### src/rtl/core/pitc_pkg.sv
// Shared constants for the PI heading turn controller.
// Register indexes, reset values, field widths and turn direction codes.
// No dependencies.
`timescale 1ns / 1ps

package pitc_pkg;

	localparam int CFG_IDX_W  = 3;
	localparam int CFG_DATA_W = 10;

	localparam logic [CFG_IDX_W-1:0] REG_PROP_GAIN      = 3'd0;
	localparam logic [CFG_IDX_W-1:0] REG_INTEG_GAIN_Q8  = 3'd1;
	localparam logic [CFG_IDX_W-1:0] REG_TARGET_HEADING = 3'd2;
	localparam logic [CFG_IDX_W-1:0] REG_DRIVE_LIMIT    = 3'd3;
	localparam logic [CFG_IDX_W-1:0] REG_BASE_DUTY      = 3'd4;
	localparam logic [CFG_IDX_W-1:0] REG_DEAD_BAND      = 3'd5;

	localparam logic [7:0]        RST_PROP_GAIN      = 8'd18;
	localparam logic [7:0]        RST_INTEG_GAIN_Q8  = 8'd51;
	localparam logic signed [8:0] RST_TARGET_HEADING = 9'sd0;
	localparam logic [9:0]        RST_DRIVE_LIMIT    = 10'd549;
	localparam logic [9:0]        RST_BASE_DUTY      = 10'd549;
	localparam logic [7:0]        RST_DEAD_BAND      = 8'd3;

	localparam int IN_DATA_W  = 16;
	localparam int OUT_DATA_W = 24;

	typedef logic [1:0] turn_dir_t;
	localparam turn_dir_t DIR_NONE  = 2'd0;
	localparam turn_dir_t DIR_LEFT  = 2'd1;
	localparam turn_dir_t DIR_RIGHT = 2'd2;

	// integral kept as 2x sum, one fractional bit
	typedef logic signed [23:0] integ_t;
	typedef logic signed [9:0]  err_t;

endpackage

### src/rtl/core/pi_heading_turn_controller.sv
// PI heading turn controller, top level: error, trapezoidal integral, drive, clamp, duty.
// Depends on pitc_pkg.
//
//  channel | dir | handshake          | payload
//  s_      | in  | s_tvalid/s_tready  | s_tdata[8:0] yaw_deg
//  m_      | out | m_tvalid/m_tready  | m_tdata drive, turn_dir, duty, turn_done
//  cfg_    | in  | cfg_valid/cfg_ready| cfg_index, cfg_data
//
// One item per cycle while m_tready is high.
// Four stages: input register, integral update, products, result register.
// The integral and previous error update in the second stage, so the state loop is
// one 26-bit add and a saturate. Bubbles collapse; stalls ripple back stage by stage.
// arst_n clears state and valid flags and loads register defaults.
`timescale 1ns / 1ps

module pi_heading_turn_controller
	import pitc_pkg::*;
(
	input  logic                  clk,
	input  logic                  arst_n,
	input  logic                  s_tvalid,
	output logic                  s_tready,
	input  logic [IN_DATA_W-1:0]  s_tdata,   // [8:0] yaw_deg, rest zero
	output logic                  m_tvalid,
	input  logic                  m_tready,
	output logic [OUT_DATA_W-1:0] m_tdata,   // [10:0] drive, [12:11] turn_dir,
	                                         // [22:13] duty, [23] turn_done
	input  logic                  cfg_valid,
	output logic                  cfg_ready,
	input  logic [CFG_IDX_W-1:0]  cfg_index,
	input  logic [CFG_DATA_W-1:0] cfg_data
);

	logic [7:0]        prop_gain_q;
	logic [7:0]        integ_gain_q8_q;
	logic signed [8:0] target_heading_q;
	logic [9:0]        drive_limit_q;
	logic [9:0]        base_duty_q;
	logic [7:0]        dead_band_q;

	integ_t integral_q;
	err_t   prev_error_q;
	logic   primed_q;
	logic   finished_q;

	logic en_s1, en_s2, en_s3, en_s4, adv_s2;

	logic              v_s1;
	logic signed [8:0] yaw_s1;

	logic   v_s2, ign_s2, drv_en_s2, done_s2;
	integ_t acc_s2;
	err_t   err_s2;

	logic               v_s3, ign_s3, drv_en_s3, done_s3;
	logic signed [18:0] pe_s3;
	logic signed [32:0] ie_s3;

	logic            v_s4;
	logic [10:0]     drive_s4;
	turn_dir_t       dir_s4;
	logic [9:0]      duty_s4;
	logic            done_s4;

	err_t               err;
	logic signed [25:0] acc_full;
	integ_t             acc_sat;
	logic [8:0]         mag_yaw;
	logic               in_band;

	logic signed [18:0] pe;
	logic signed [32:0] ie;

	logic signed [27:0] pe_sh;
	logic signed [33:0] num, num_adj;
	logic signed [24:0] quo, lim, d;
	logic [10:0]        drv;
	logic [9:0]         mag;
	logic [10:0]        dt;
	logic [10:0]        drive_n;
	turn_dir_t          dir_n;
	logic [9:0]         duty_n;

	assign cfg_ready = 1'b1;

	always_ff @(posedge clk or negedge arst_n) begin
		if (!arst_n) begin
			prop_gain_q      <= RST_PROP_GAIN;
			integ_gain_q8_q  <= RST_INTEG_GAIN_Q8;
			target_heading_q <= RST_TARGET_HEADING;
			drive_limit_q    <= RST_DRIVE_LIMIT;
			base_duty_q      <= RST_BASE_DUTY;
			dead_band_q      <= RST_DEAD_BAND;
		end else if (cfg_valid) begin
			case (cfg_index)
				REG_PROP_GAIN:      prop_gain_q      <= cfg_data[7:0];
				REG_INTEG_GAIN_Q8:  integ_gain_q8_q  <= cfg_data[7:0];
				REG_TARGET_HEADING: target_heading_q <= cfg_data[8:0];
				REG_DRIVE_LIMIT:    drive_limit_q    <= cfg_data;
				REG_BASE_DUTY:      base_duty_q      <= cfg_data;
				REG_DEAD_BAND:      dead_band_q      <= cfg_data[7:0];
				default: ;
			endcase
		end
	end

	assign en_s4    = !v_s4 || m_tready;
	assign en_s3    = !v_s3 || en_s4;
	assign en_s2    = !v_s2 || en_s3;
	assign en_s1    = !v_s1 || en_s2;
	assign s_tready = en_s1;
	assign adv_s2   = v_s1 && en_s2;

	always_ff @(posedge clk or negedge arst_n) begin
		if (!arst_n)
			v_s1 <= 1'b0;
		else if (en_s1)
			v_s1 <= s_tvalid;
	end

	always_ff @(posedge clk) begin
		if (en_s1 && s_tvalid)
			yaw_s1 <= s_tdata[8:0];
	end

	// integral update
	always_comb begin
		err      = {yaw_s1[8], yaw_s1} - {target_heading_q[8], target_heading_q};
		acc_full = 26'(integral_q) + 26'(err) + 26'(prev_error_q);
		if (!acc_full[25] && acc_full[24:23] != 2'b00)
			acc_sat = {1'b0, {23{1'b1}}};
		else if (acc_full[25] && acc_full[24:23] != 2'b11)
			acc_sat = {1'b1, 23'd0};
		else
			acc_sat = acc_full[23:0];
		mag_yaw = yaw_s1[8] ? 9'(-yaw_s1) : 9'(yaw_s1);
		in_band = mag_yaw <= {1'b0, dead_band_q};
	end

	always_ff @(posedge clk or negedge arst_n) begin
		if (!arst_n) begin
			integral_q   <= '0;
			prev_error_q <= '0;
			primed_q     <= 1'b0;
			finished_q   <= 1'b0;
		end else if (adv_s2 && !finished_q) begin
			integral_q   <= acc_sat;
			prev_error_q <= err;
			primed_q     <= 1'b1;
			if (in_band)
				finished_q <= 1'b1;
		end
	end

	always_ff @(posedge clk or negedge arst_n) begin
		if (!arst_n)
			v_s2 <= 1'b0;
		else if (en_s2)
			v_s2 <= v_s1;
	end

	always_ff @(posedge clk) begin
		if (adv_s2) begin
			acc_s2    <= acc_sat;
			err_s2    <= err;
			ign_s2    <= finished_q;
			drv_en_s2 <= primed_q;
			done_s2   <= finished_q || in_band;
		end
	end

	// products
	assign pe = $signed({1'b0, prop_gain_q}) * err_s2;
	assign ie = $signed({1'b0, integ_gain_q8_q}) * acc_s2;

	always_ff @(posedge clk or negedge arst_n) begin
		if (!arst_n)
			v_s3 <= 1'b0;
		else if (en_s3)
			v_s3 <= v_s2;
	end

	always_ff @(posedge clk) begin
		if (en_s3 && v_s2) begin
			pe_s3     <= pe;
			ie_s3     <= ie;
			ign_s3    <= ign_s2;
			drv_en_s3 <= drv_en_s2;
			done_s3   <= done_s2;
		end
	end

	// scale by 1/512 toward zero, clamp, duty
	always_comb begin
		pe_sh   = {pe_s3, 9'd0};
		num     = 34'(pe_sh) + 34'(ie_s3);
		num_adj = num + (num[33] ? 34'sd511 : 34'sd0);
		quo     = num_adj[33:9];
		lim     = $signed({15'd0, drive_limit_q});
		if (quo > lim)
			d = lim;
		else if (quo < -lim)
			d = -lim;
		else
			d = quo;
		drv = d[10:0];
		mag = drv[10] ? 10'(-drv) : drv[9:0];
		dt  = {1'b0, base_duty_q} - {1'b0, mag};
		drive_n = drv;
		dir_n   = DIR_NONE;
		duty_n  = '0;
		if (ign_s3) begin
			drive_n = '0;
		end else if (drv_en_s3 && drv != '0) begin
			dir_n  = drv[10] ? DIR_RIGHT : DIR_LEFT;
			duty_n = dt[10] ? 10'd0 : dt[9:0];
		end
	end

	always_ff @(posedge clk or negedge arst_n) begin
		if (!arst_n)
			v_s4 <= 1'b0;
		else if (en_s4)
			v_s4 <= v_s3;
	end

	always_ff @(posedge clk) begin
		if (en_s4 && v_s3) begin
			drive_s4 <= drive_n;
			dir_s4   <= dir_n;
			duty_s4  <= duty_n;
			done_s4  <= done_s3;
		end
	end

	assign m_tvalid = v_s4;
	assign m_tdata  = {done_s4, duty_s4, dir_s4, drive_s4};

endmodule

### config.mk
export PLATFORM = sky130hd
export DESIGN_NAME = pi_heading_turn_controller
export DESIGN_NICKNAME = d
export VERILOG_FILES = /design/src/rtl/core/pitc_pkg.sv /design/src/rtl/core/pi_heading_turn_controller.sv
export SDC_FILE = /design/constraint.sdc
export NUM_CORES = 1
export LEC_CHECK = 0
export ABC_AREA = 0
export BUFFER_PORTS_ARGS = -buffer_cell sky130_fd_sc_hd__clkbuf_2
export CAP_MARGIN = 15
export CORE_MARGIN = 2
export CORE_UTILIZATION = 50
export DETAILED_ROUTE_END_ITERATION = 10
export PLACE_DENSITY = 0.66
export SYNTH_ARGS = -nofsm -noshare
export SYNTH_HDL_FRONTEND = slang
export SYNTH_SLANG_ARGS = --single-unit
### constraint.sdc
create_clock -name clk -period 19.3 [get_ports clk]
set_input_delay 0.965 -clock clk [delete_from_list [all_inputs] [get_ports clk]]
set_output_delay 0.965 -clock clk [all_outputs]
set_load 0.03 [all_outputs]
# After elaboration in Yosys (flattened, before gate mapping)
# Cells that the tools add are included.
# Widths: inputs -> output; s select.
[op_classes] n_addsub=9 n_mul=2 magnitude_cmp=3 n_eq_ne=6 muxes=8 n_bitwise=1 n_reduce_logical=31
[op_table] cell="$mux 24" n=2
[op_table] cell="$add 28x33->34" n=1
[op_table] cell="$add 34x10->34" n=1
[op_table] cell="$mul 9x24->33" n=1
[op_table] cell="$add 25x10->26" n=1
[op_table] cell="$add 24x10->25" n=1
[op_table] cell="$gt 25x11->1" n=1
[op_table] cell="$lt 25x25->1" n=1
[op_table] cell="$neg 10->25" n=1
[op_table] cell="$mux 11" n=2
[op_table] cell="$mul 9x10->19" n=1
[op_table] cell="$mux 9" n=2
[op_table] cell="$reduce_and 2->1" n=7
[op_table] cell="$reduce_bool 11->1" n=1
[op_table] cell="$sub 10x10->11" n=1
[op_table] cell="$mux 10" n=1
[op_table] cell="$neg 10->10" n=1
[op_table] cell="$sub 9x9->10" n=1
[op_table] cell="$le 9x8->1" n=1
[op_table] cell="$neg 9->9" n=1
[op_table] cell="$logic_and 1x1->1" n=8
[op_table] cell="$eq 3x2->1 const B" n=2
[op_table] cell="$eq 3x3->1 const B" n=2
[op_table] cell="$logic_not 1->1" n=6
[op_table] cell="other kinds (9)" n=13
[totals] register_bits=218 input_bits=34 output_inout_bits=27 wordCells=89

# Logic depth before layout (Yosys ltp)
# Gate-level depths: netlist (run 1).
[logic_depth] ltp_word=10 depth_mapped=50 ltp_nobuf=48

# Worst setup path before layout (run 1)
# OpenSTA, ideal clock, no wires.
[synth_timing] path_type="flip-flop to flip-flop" from="register pe_s3[0]" to="register duty_s4[1], data pin" setup_ns=0.292 arrival_time_ns=9.549 t_required_ns=19.008 setup_slack_ns=9.459 stages_incl_launch_ff=48 n_path_buf=2 period_less_slack_ns=9.841 cell_sequence="edfxtp_1 > ha_1 > inv_1 > fa_1 > nor2b_1 > o31a_2 > o2111ai_2 > a21oi_1 > or2_2 > a21oi_1 > ha_1 > a21o_1 > a21o_1 > a21oi_1 > nor2b_1 > a211oi_1 > and2_1 > buf_6 > (+12 left out) > mux2i_4 > nor2_8 > buf_8 > or3_1 > and2_1 > ha_1 > inv_1 > mux2_4 > fa_1 > a21o_1 > a21o_1 > a21o_1 > a21oi_1 > o21bai_1 > a21oi_1 > o21bai_1 > a21oi_1 > nor4b_2"
[synth_between] elab_chain_len=10 elab_cells_between_ends=14 cone_classes="add/sub (4); order compare (2); mux (4); bitwise (1); reduce/logical (3)"
[synth_lines] element="from (decl)" line_no="pi_heading_turn_controller.sv:56" rtl="logic signed [18:0] pe_s3;"
[synth_lines] element="from (signal assigned)" line_no="pi_heading_turn_controller.sv:185" rtl="pe_s3 <= pe;"
[synth_lines] element="$add 28x33->34 (*)" line_no="pi_heading_turn_controller.sv:196" rtl="num = 34'(pe_sh) + 34'(ie_s3);"
[synth_lines] element="$mux 9" line_no="pi_heading_turn_controller.sv:197" rtl="num_adj = num + (num[33] ? 34'sd511 : 34'sd0);"
[synth_lines] element="$add 34x10->34 (*)" line_no="pi_heading_turn_controller.sv:197"
[synth_lines] element="$lt 25x25->1" line_no="pi_heading_turn_controller.sv:202" rtl="else if (quo < -lim)"
[synth_lines] element="$mux 11" line_no="pi_heading_turn_controller.sv:202"
[synth_lines] element="$mux 11 (*)" line_no="pi_heading_turn_controller.sv:200" rtl="if (quo > lim)"
[synth_lines] element="$neg 10->10 or $reduce_bool 11->1 (tied branches)" line_no="pi_heading_turn_controller.sv:207, pi_heading_turn_controller.sv:214"
[synth_lines] element="$mux 10 or $logic_and 1x1->1 (tied branches)" line_no="pi_heading_turn_controller.sv:207, pi_heading_turn_controller.sv:214"
[synth_lines] element="$sub 10x10->11 or $not 1->1 (tied branches)"
[synth_lines] element="$reduce_or 3->1 (no line)"
[synth_lines] element="to (signal assigned)" line_no="pi_heading_turn_controller.sv:231" rtl="duty_s4 <= duty_n;"
[synth_lines] element="to (decl)" line_no="pi_heading_turn_controller.sv:62" rtl="logic [9:0] duty_s4;"
# Every way passes the cells marked *; elsewhere a longest branch is shown, timed or not.
# A chain may end at the register's enable or synchronous reset.

# Worst setup path after layout (run 1)
[layout_timing] from="register pe_s3[11]" to="register duty_s4[2], data pin"
# The elaborated chain is that of the path after synthesis.

==> results of run 1 <==
[layout make-up]
class,count,area (µm²),share of cell area
clock inverter,15,141,0.00549
tap,615,769,0.0299
sequential,218,6100,0.237
multi-input combinational,1740,15900,0.619
inverter,453,1700,0.0660
timing repair buffer,62,338,0.0131
clock buffer,35,767,0.0298
[sequential cells by signal (all words and copies together), names as in the netlist, 9 cells and up]
| signal | flops |
|---|---|
| acc_s2 | 24 |
| base_duty_q | 10 |
| drive_limit_q | 10 |
| drive_s4 | 11 |
| duty_s4 | 10 |
| err_s2 | 10 |
| ie_s3 | 33 |
| integral_q | 24 |
| pe_s3 | 19 |
| prev_error_q | 10 |
| target_heading_q | 9 |
| yaw_s1 | 9 |
[metrics by stage]
| stage | worst slack [ns] | hold slack (ns) | cells | utilization |
|---|---|---|---|---|
| 4_1_cts | 7.57 | 0.331 | 3138 | 0.542 |
| 5_1_grt | 6.69 | 0.350 | 3138 | 0.542 |
| 2_1_floorplan | 9.46 | 0.400 | 2470 | - |
| 3_5_place_dp | 7.67 | 0.405 | 3088 | 0.523 |
| 3_3_place_gp | 7.91 | 0.403 | 3088 | 0.523 |
| 6_report | 7.49 | 0.332 | 3138 | 0.542 |
[layout by cell type, fill, tap and decap left out, drive strengths merged, types with 6 or more instances in the layout]
| cell type | Yosys | layout |
|---|---|---|
| o21ai | 86 | 86 |
| nand4 | 18 | 18 |
| nor2 | 103 | 103 |
| nor4 | 22 | 22 |
| or3 | 14 | 14 |
| nor3 | 27 | 27 |
| and3 | 13 | 13 |
| inv | 453 | 458 |
| and2 | 183 | 183 |
| o31ai | 11 | 11 |
| ha | 224 | 224 |
| a21o | 60 | 60 |
| nand2 | 198 | 198 |
| xnor2 | 91 | 91 |
| o21a | 24 | 24 |
| clkinv | 0 | 8 |
| o21bai | 14 | 14 |
| a211oi | 13 | 13 |
| clkbuf | 46 | 86 |
| nand2b | 21 | 21 |
| or2 | 11 | 11 |
| xor2 | 37 | 37 |
| fa | 244 | 244 |
| dfstp | 16 | 16 |
| o211ai | 6 | 6 |
| dfrtp | 77 | 77 |
| a21oi | 81 | 81 |
| mux2i | 11 | 11 |
| a211o | 8 | 8 |
| mux2 | 75 | 75 |
| a31oi | 16 | 16 |
| buf | 13 | 11 |
| nor2b | 20 | 20 |
| nand3 | 30 | 30 |
| a21boi | 10 | 10 |
| edfxtp | 125 | 125 |
[kinds of logic after synthesis]
family                     Yosys count  synth area share
AOI/OAI and AO/OA                  374             0.105
xor gates and xnor gates           128            0.0467
adders and majority gates          468             0.321
buffers and inverters              512            0.0824
DFF                                218             0.254
muxes                               86            0.0405
other                                1          0.000156
and+or+nand+nor                    683             0.151
[worst min-delay path by stage]
| stage | slack, ns | to | from |
|---|---|---|---|
| final | 0.33 | integral_q[23] | arst_n |
| after global routing | 0.35 | integral_q[23] | arst_n |
| after CTS | 0.33 | integral_q[17] | arst_n |
| after detailed placement | 0.41 | drv_en_s3 | drv_en_s2 |
| after global placement | 0.40 | drv_en_s3 | drv_en_s2 |
| after floorplan | 0.40 | done_s3 | done_s2 |
[worst max-delay path, delay by kind of cell (launching register included)]
| family | cells | cell delay (ns) |
|---|---|---|
| fa+ha+maj | 5 | 1.54 |
| simple gates | 12 | 2.27 |
| buf+inv | 1 | 0.28 |
| xor+xnor | 1 | 0.17 |
| compound gates | 26 | 6.47 |
| flops | 1 | 0.40 |
| mux | 1 | 0.34 |
[routing by layer]
layer  up-vias  global-route usage
met5         -                   0
met4         0              0.0782
met3        66              0.0198
met2       230               0.376
met1      8409               0.301
li1       8198                   -
==> results.py, run 1 <==
metrics = {
    "status": {
        "outcome": "finished clean",
    },
    "synth": {
        "synth_top_cells_by_count": "453 x inv_1, 244 x fa_1, 224 x ha_1, 198 x nand2_1, 183 x and2_1",
        "synth_top_area_frac": 0.204,
        "synth.area.top_cells": "fa_1 20%, edfxtp_1 16%, ha_1 12%",
        "synth_flop_cell": "edfxtp_1",
        "netlist_instances": 2470,
        "yosys_warnings": 0,
        "synthArstFlopShare": 0.427,
        "avgSynthCellArea_um2": 9.71,
        "ys_ff_latch": 218,
        "synth_fp_nets": 2972,
        "synth-edff-count": 125,
        "synth.yosys.seq_area_share": 0.254,
        "synth_top_area_cell": "fa_1",
        "synth.most_common_cell": "inv_1",
        "synthesis.area_um2": 24000,
        "synth.distinct_cells": 93,
    },
    "routing": {
        "postRouteAntennaNets": 0,
        "wl_met2_um": 25100,
        "met1_length_um": 24600,
        "drt-initial-drc-count": 973,
        "met3WireLength_um": 1550,
        "wirelength_um": 53200,
        "vias": 16900,
        "top_layer": "met4",
        "wl_per_cell_um": 16.9,
        "drc": 0,
        "drt-pass1-iter-count": 4,
        "viasPerCell": 5.39,
    },
    "grt": {
        "grt_use_total": 0.222,
        "grt_max_degree": 65,
        "grt_pass1_vias": 17900,
        "grt_pass1_wl_um": 89800,
        "antenna_found_initial": 0,
        "grt.overflow.total": 0,
    },
    "critical_path": {
        "start_kind": "register",
        "arrival_ns": 12.07,
        "crit_slowest_cell": "a21oi_1",
        "startpoint": "pe_s3[11]",
        "slowest_delay_ns": 0.88,
        "path_class": "register to register",
        "r2r-start": "pe_s3[11]",
        "r2r-end": "duty_s4[2]",
        "required_ns": 19.56,
        "path_max_fanout": 22,
        "crit_top_cell": "a21oi_1",
        "reg2regPathDepth": 46,
        "ff2ff_setup_slack_ns": 7.49,
        "worstSetupEndpointType": "register",
        "crit_end": "duty_s4[2]",
    },
    "sta": {
        "drv_slew": 0,
        "setup_violations": 0,
        "skew_ns": 0.0280,
        "rsz0062_at_grt": "false",
        "max_freq_mhz": 84.7,
        "finalSetupTns_ns": 0,
        "hold_violations": 0,
        "worst_pin_slew_ns": 1.12,
        "finalCriticalPeriod_ns": 11.81,
        "finalCritPeriodShare": 0.612,
        "maxSlewHeadroom": 0.254,
    },
    "clocking": {
        "ctsHoldBuffers": 0,
        "htree_levels": 1,
        "numCtsBuffers": 27,
        "clkSlewWorstSetupHoldPaths_ns": 0.06,
        "cts_sinks": 218,
        "cts_buffer_depth": 3,
        "post-cts-setup-buffer-count": 0,
        "root_buffer": "clkbuf_16",
        "ctsResizeCount": 0,
        "clkLatencyLatePin_ns": 0.58,
        "cts_tree": "built",
    },
    "floorplan": {
        "boundaryPins": 61,
        "rows": 80,
        "fp.dieArea_um2": 49700,
        "start_util": 0.504,
        "core-area_um2": 47500,
        "die_width_um": 223,
        "fp.dieH_um": 223,
    },
    "finish": {
        "diodes": 0,
        "fillCellCount": 4171,
        "nets": 3004,
        "final_area_um2": 25800,
        "syn_to_final_growth_pct": 7.42,
        "drive_gt1_frac": 0.0987,
    },
    "place": {
        "place_area_um2": 24900,
        "portBuffers": 52,
        "gp_congestion": 0.894,
        "hpwlAfterDp_um": 42700,
    },
    "run": {
        "maxCapViolations": 0,
    },
    "min_path": {
        "hp-class": "input pin to async pin",
    },
}
Power of run 1 is left out: the tool's default activity adds up to more than one toggle a clock period on the data nets, which glitch-free logic cannot reach.
==> run 2, diff against run 1 <==
- PLACE_DENSITY: 0.66 -> 0.69
- clock period: 19.3 -> 10.8 ns (I/O delays scaled with it)
==> run 2 against run 1 <==
  * Final cell count increased by 0.41%
  * Non-clock buffer count rose by 9
  * Utilization rose by 0.23 points
  * Global-route usage increased by 0.87 points
  * Worst setup slack lost 6.7 ns
  * Sequential share of layout area is 0.098 points lower
  * Routed wire length grew 3.0%
  * Count of clock-buffer cells in the layout fell by 3
  * Critical path depth fell by 3
  * Sequential cell count unchanged
  * Fmax up 18%
==> results.py, run 2 (same netlist as run 1, synthesis figures left out) <==
metrics = {
    "min_path": {
        "min_to": "yaw_s1[2]",
        "hold_start": "s_tdata[2]",
        "hp-class": "input pin to register",
        "holdPathStages": 1,
    },
    "clocking": {
        "clkSlewWorstSetupHoldPaths_ns": 0.06,
        "post-cts-setup-buffer-count": 0,
        "htree_levels": 1,
        "cts_sinks": 218,
        "cts_buffer_depth": 3,
        "clkLatencyLatePin_ns": 0.56,
        "numCtsBuffers": 27,
        "root_buffer": "clkbuf_16",
        "cts_tree": "built",
    },
    "routing": {
        "drt-pass1-iter-count": 5,
        "drc": 0,
        "postRouteAntennaNets": 0,
        "vias": 17000,
        "drt-initial-drc-count": 945,
        "wirelength_um": 54800,
        "wl_per_cell_um": 17.4,
        "viasPerCell": 5.41,
    },
    "sta": {
        "maxSlewHeadroom": 0.253,
        "finalSetupTns_ns": 0,
        "fin_ws_ns": 0.832,
        "setup_violations": 0,
        "rsz0062_at_grt": "false",
        "max_freq_mhz": 100,
        "drv_slew": 0,
        "skew_ns": 0.0233,
        "hold_violations": 0,
        "worst_pin_slew_ns": 1.09,
        "finalCritPeriodShare": 0.923,
        "finalCriticalPeriod_ns": 9.97,
    },
    "finish": {
        "multi_input_area_um2": 16000,
        "fillCellCount": 4224,
        "top_register": "ie_s3",
        "final_common_cell": "inv_1",
        "register_area_um2": 6100,
        "nets": 3013,
        "drive_gt1_frac": 0.103,
        "top_regs": "ie_s3: 33 flops, acc_s2: 24 flops, integral_q: 24 flops",
        "fin_cells": 3151,
        "mostFrequentLayoutCells": "453 x inv_1, 244 x fa_1, 224 x ha_1",
        "syn_to_final_growth_pct": 7.87,
        "largest_register_ffs": 33,
    },
    "critical_path": {
        "r2r-end": "duty_s4[2]",
        "r2r-start": "pe_s3[0]",
        "crit_top_cell": "a21oi_1",
        "arrival_ns": 10.22,
        "crit_slowest_cell": "or4_4",
        "path_max_fanout": 10,
        "reg2regPathDepth": 43,
        "path_class": "register to register",
        "start_kind": "register",
        "ff2ff_setup_slack_ns": 0.83,
        "slowest_delay_ns": 0.60,
        "worstSetupEndpointType": "register",
        "required_ns": 11.05,
    },
    "place": {
        "portBuffers": 52,
        "post-place-ws_ns": 0.428,
        "dp_cells": 3095,
        "gp_congestion": 0.881,
        "hpwlAfterDp_um": 44100,
    },
    "grt": {
        "grt_max_degree": 68,
        "grt_use_total": 0.231,
        "grt.overflow.total": 0,
        "antenna_found_initial": 5,
        "grt_pass1_vias": 18200,
        "grt_pass1_wl_um": 92300,
    },
    "floorplan": {
        "fp.dieH_um": 223,
        "boundaryPins": 61,
        "start_util": 0.504,
        "die_width_um": 223,
        "fp.dieArea_um2": 49700,
        "rows": 80,
        "core-area_um2": 47500,
    },
    "status": {
        "outcome": "finished clean",
    },
    "run": {
        "maxCapViolations": 0,
    },
}
## run 2: changes by cell type in the layout (fill, tap and decap cells not counted), sizes merged
cell         before  now
dlygate4sd3       0    1
inv             458  455
buf              11   18
diode             0    4
bufinv            1    3
clkbuf           86   84
clkinvlp          1    5
## run 2: per-layer routing
layer,up-vias,wire [µm],track usage
met5,-,17,0
li1,8221,-,-
met2,332,26000,0.390
met1,8412,24300,0.308
met4,2,1710,0.0747
met3,81,2760,0.0323
## run 2: worst max-delay path by stage
stage / start / end / slack (ns)
final: pe_s3[0] / duty_s4[2] / 0.83
after global routing: pe_s3[0] / duty_s4[2] / 0.03
after CTS: pe_s3[11] / duty_s4[2] / 0.33
after detailed placement: pe_s3[11] / duty_s4[2] / 0.43
after global placement: pe_s3[11] / duty_s4[2] / 0.63
after floorplan: pe_s3[0] / duty_s4[1] / 0.96
## run 2: critical path: cells and delay by family, from the launching register on
kind                     cells  cell delay, ns
AND/OR/NAND/NOR             12            2.55
adder cells (fa/ha/maj)      6            1.61
flip-flops                   1            0.36
XOR/XNOR                     2            0.30
multiplexers                 2            0.58
AO/OA/AOI/OAI               18            3.78
buffers and inverters        3            0.49
## run 2: layout make-up
type / count / area share
repair buffers: 71 / 0.0158
multi-input cells: 1740 / 0.618
clock inverters: 18 / 0.00764
flip-flops and latches: 218 / 0.236
well taps: 615 / 0.0297
clock buffers: 32 / 0.0272
diodes: 4 / 0.000387
inverters: 453 / 0.0657
## run 2: metrics by stage
stage	hold slack [ns]	area (µm²)	utilization
2_1_floorplan	0.244	24000	-
5_1_grt	0.137	25900	0.544
6_report	0.151	25900	0.544
3_3_place_gp	0.405	24900	0.524
4_1_cts	0.130	25800	0.543
3_5_place_dp	0.405	24900	0.524
## run 2: timing repair
| action | in CTS | in global routing |
|---|---|---|
| gates resized for setup | 0 | 7 |
| hold buffers | 1 | 0 |
| hold endpoints to repair | 18 | 0 |
| endpoints found under the setup margin | 0 | 10 |
Power of run 2 is left out for the same reason.
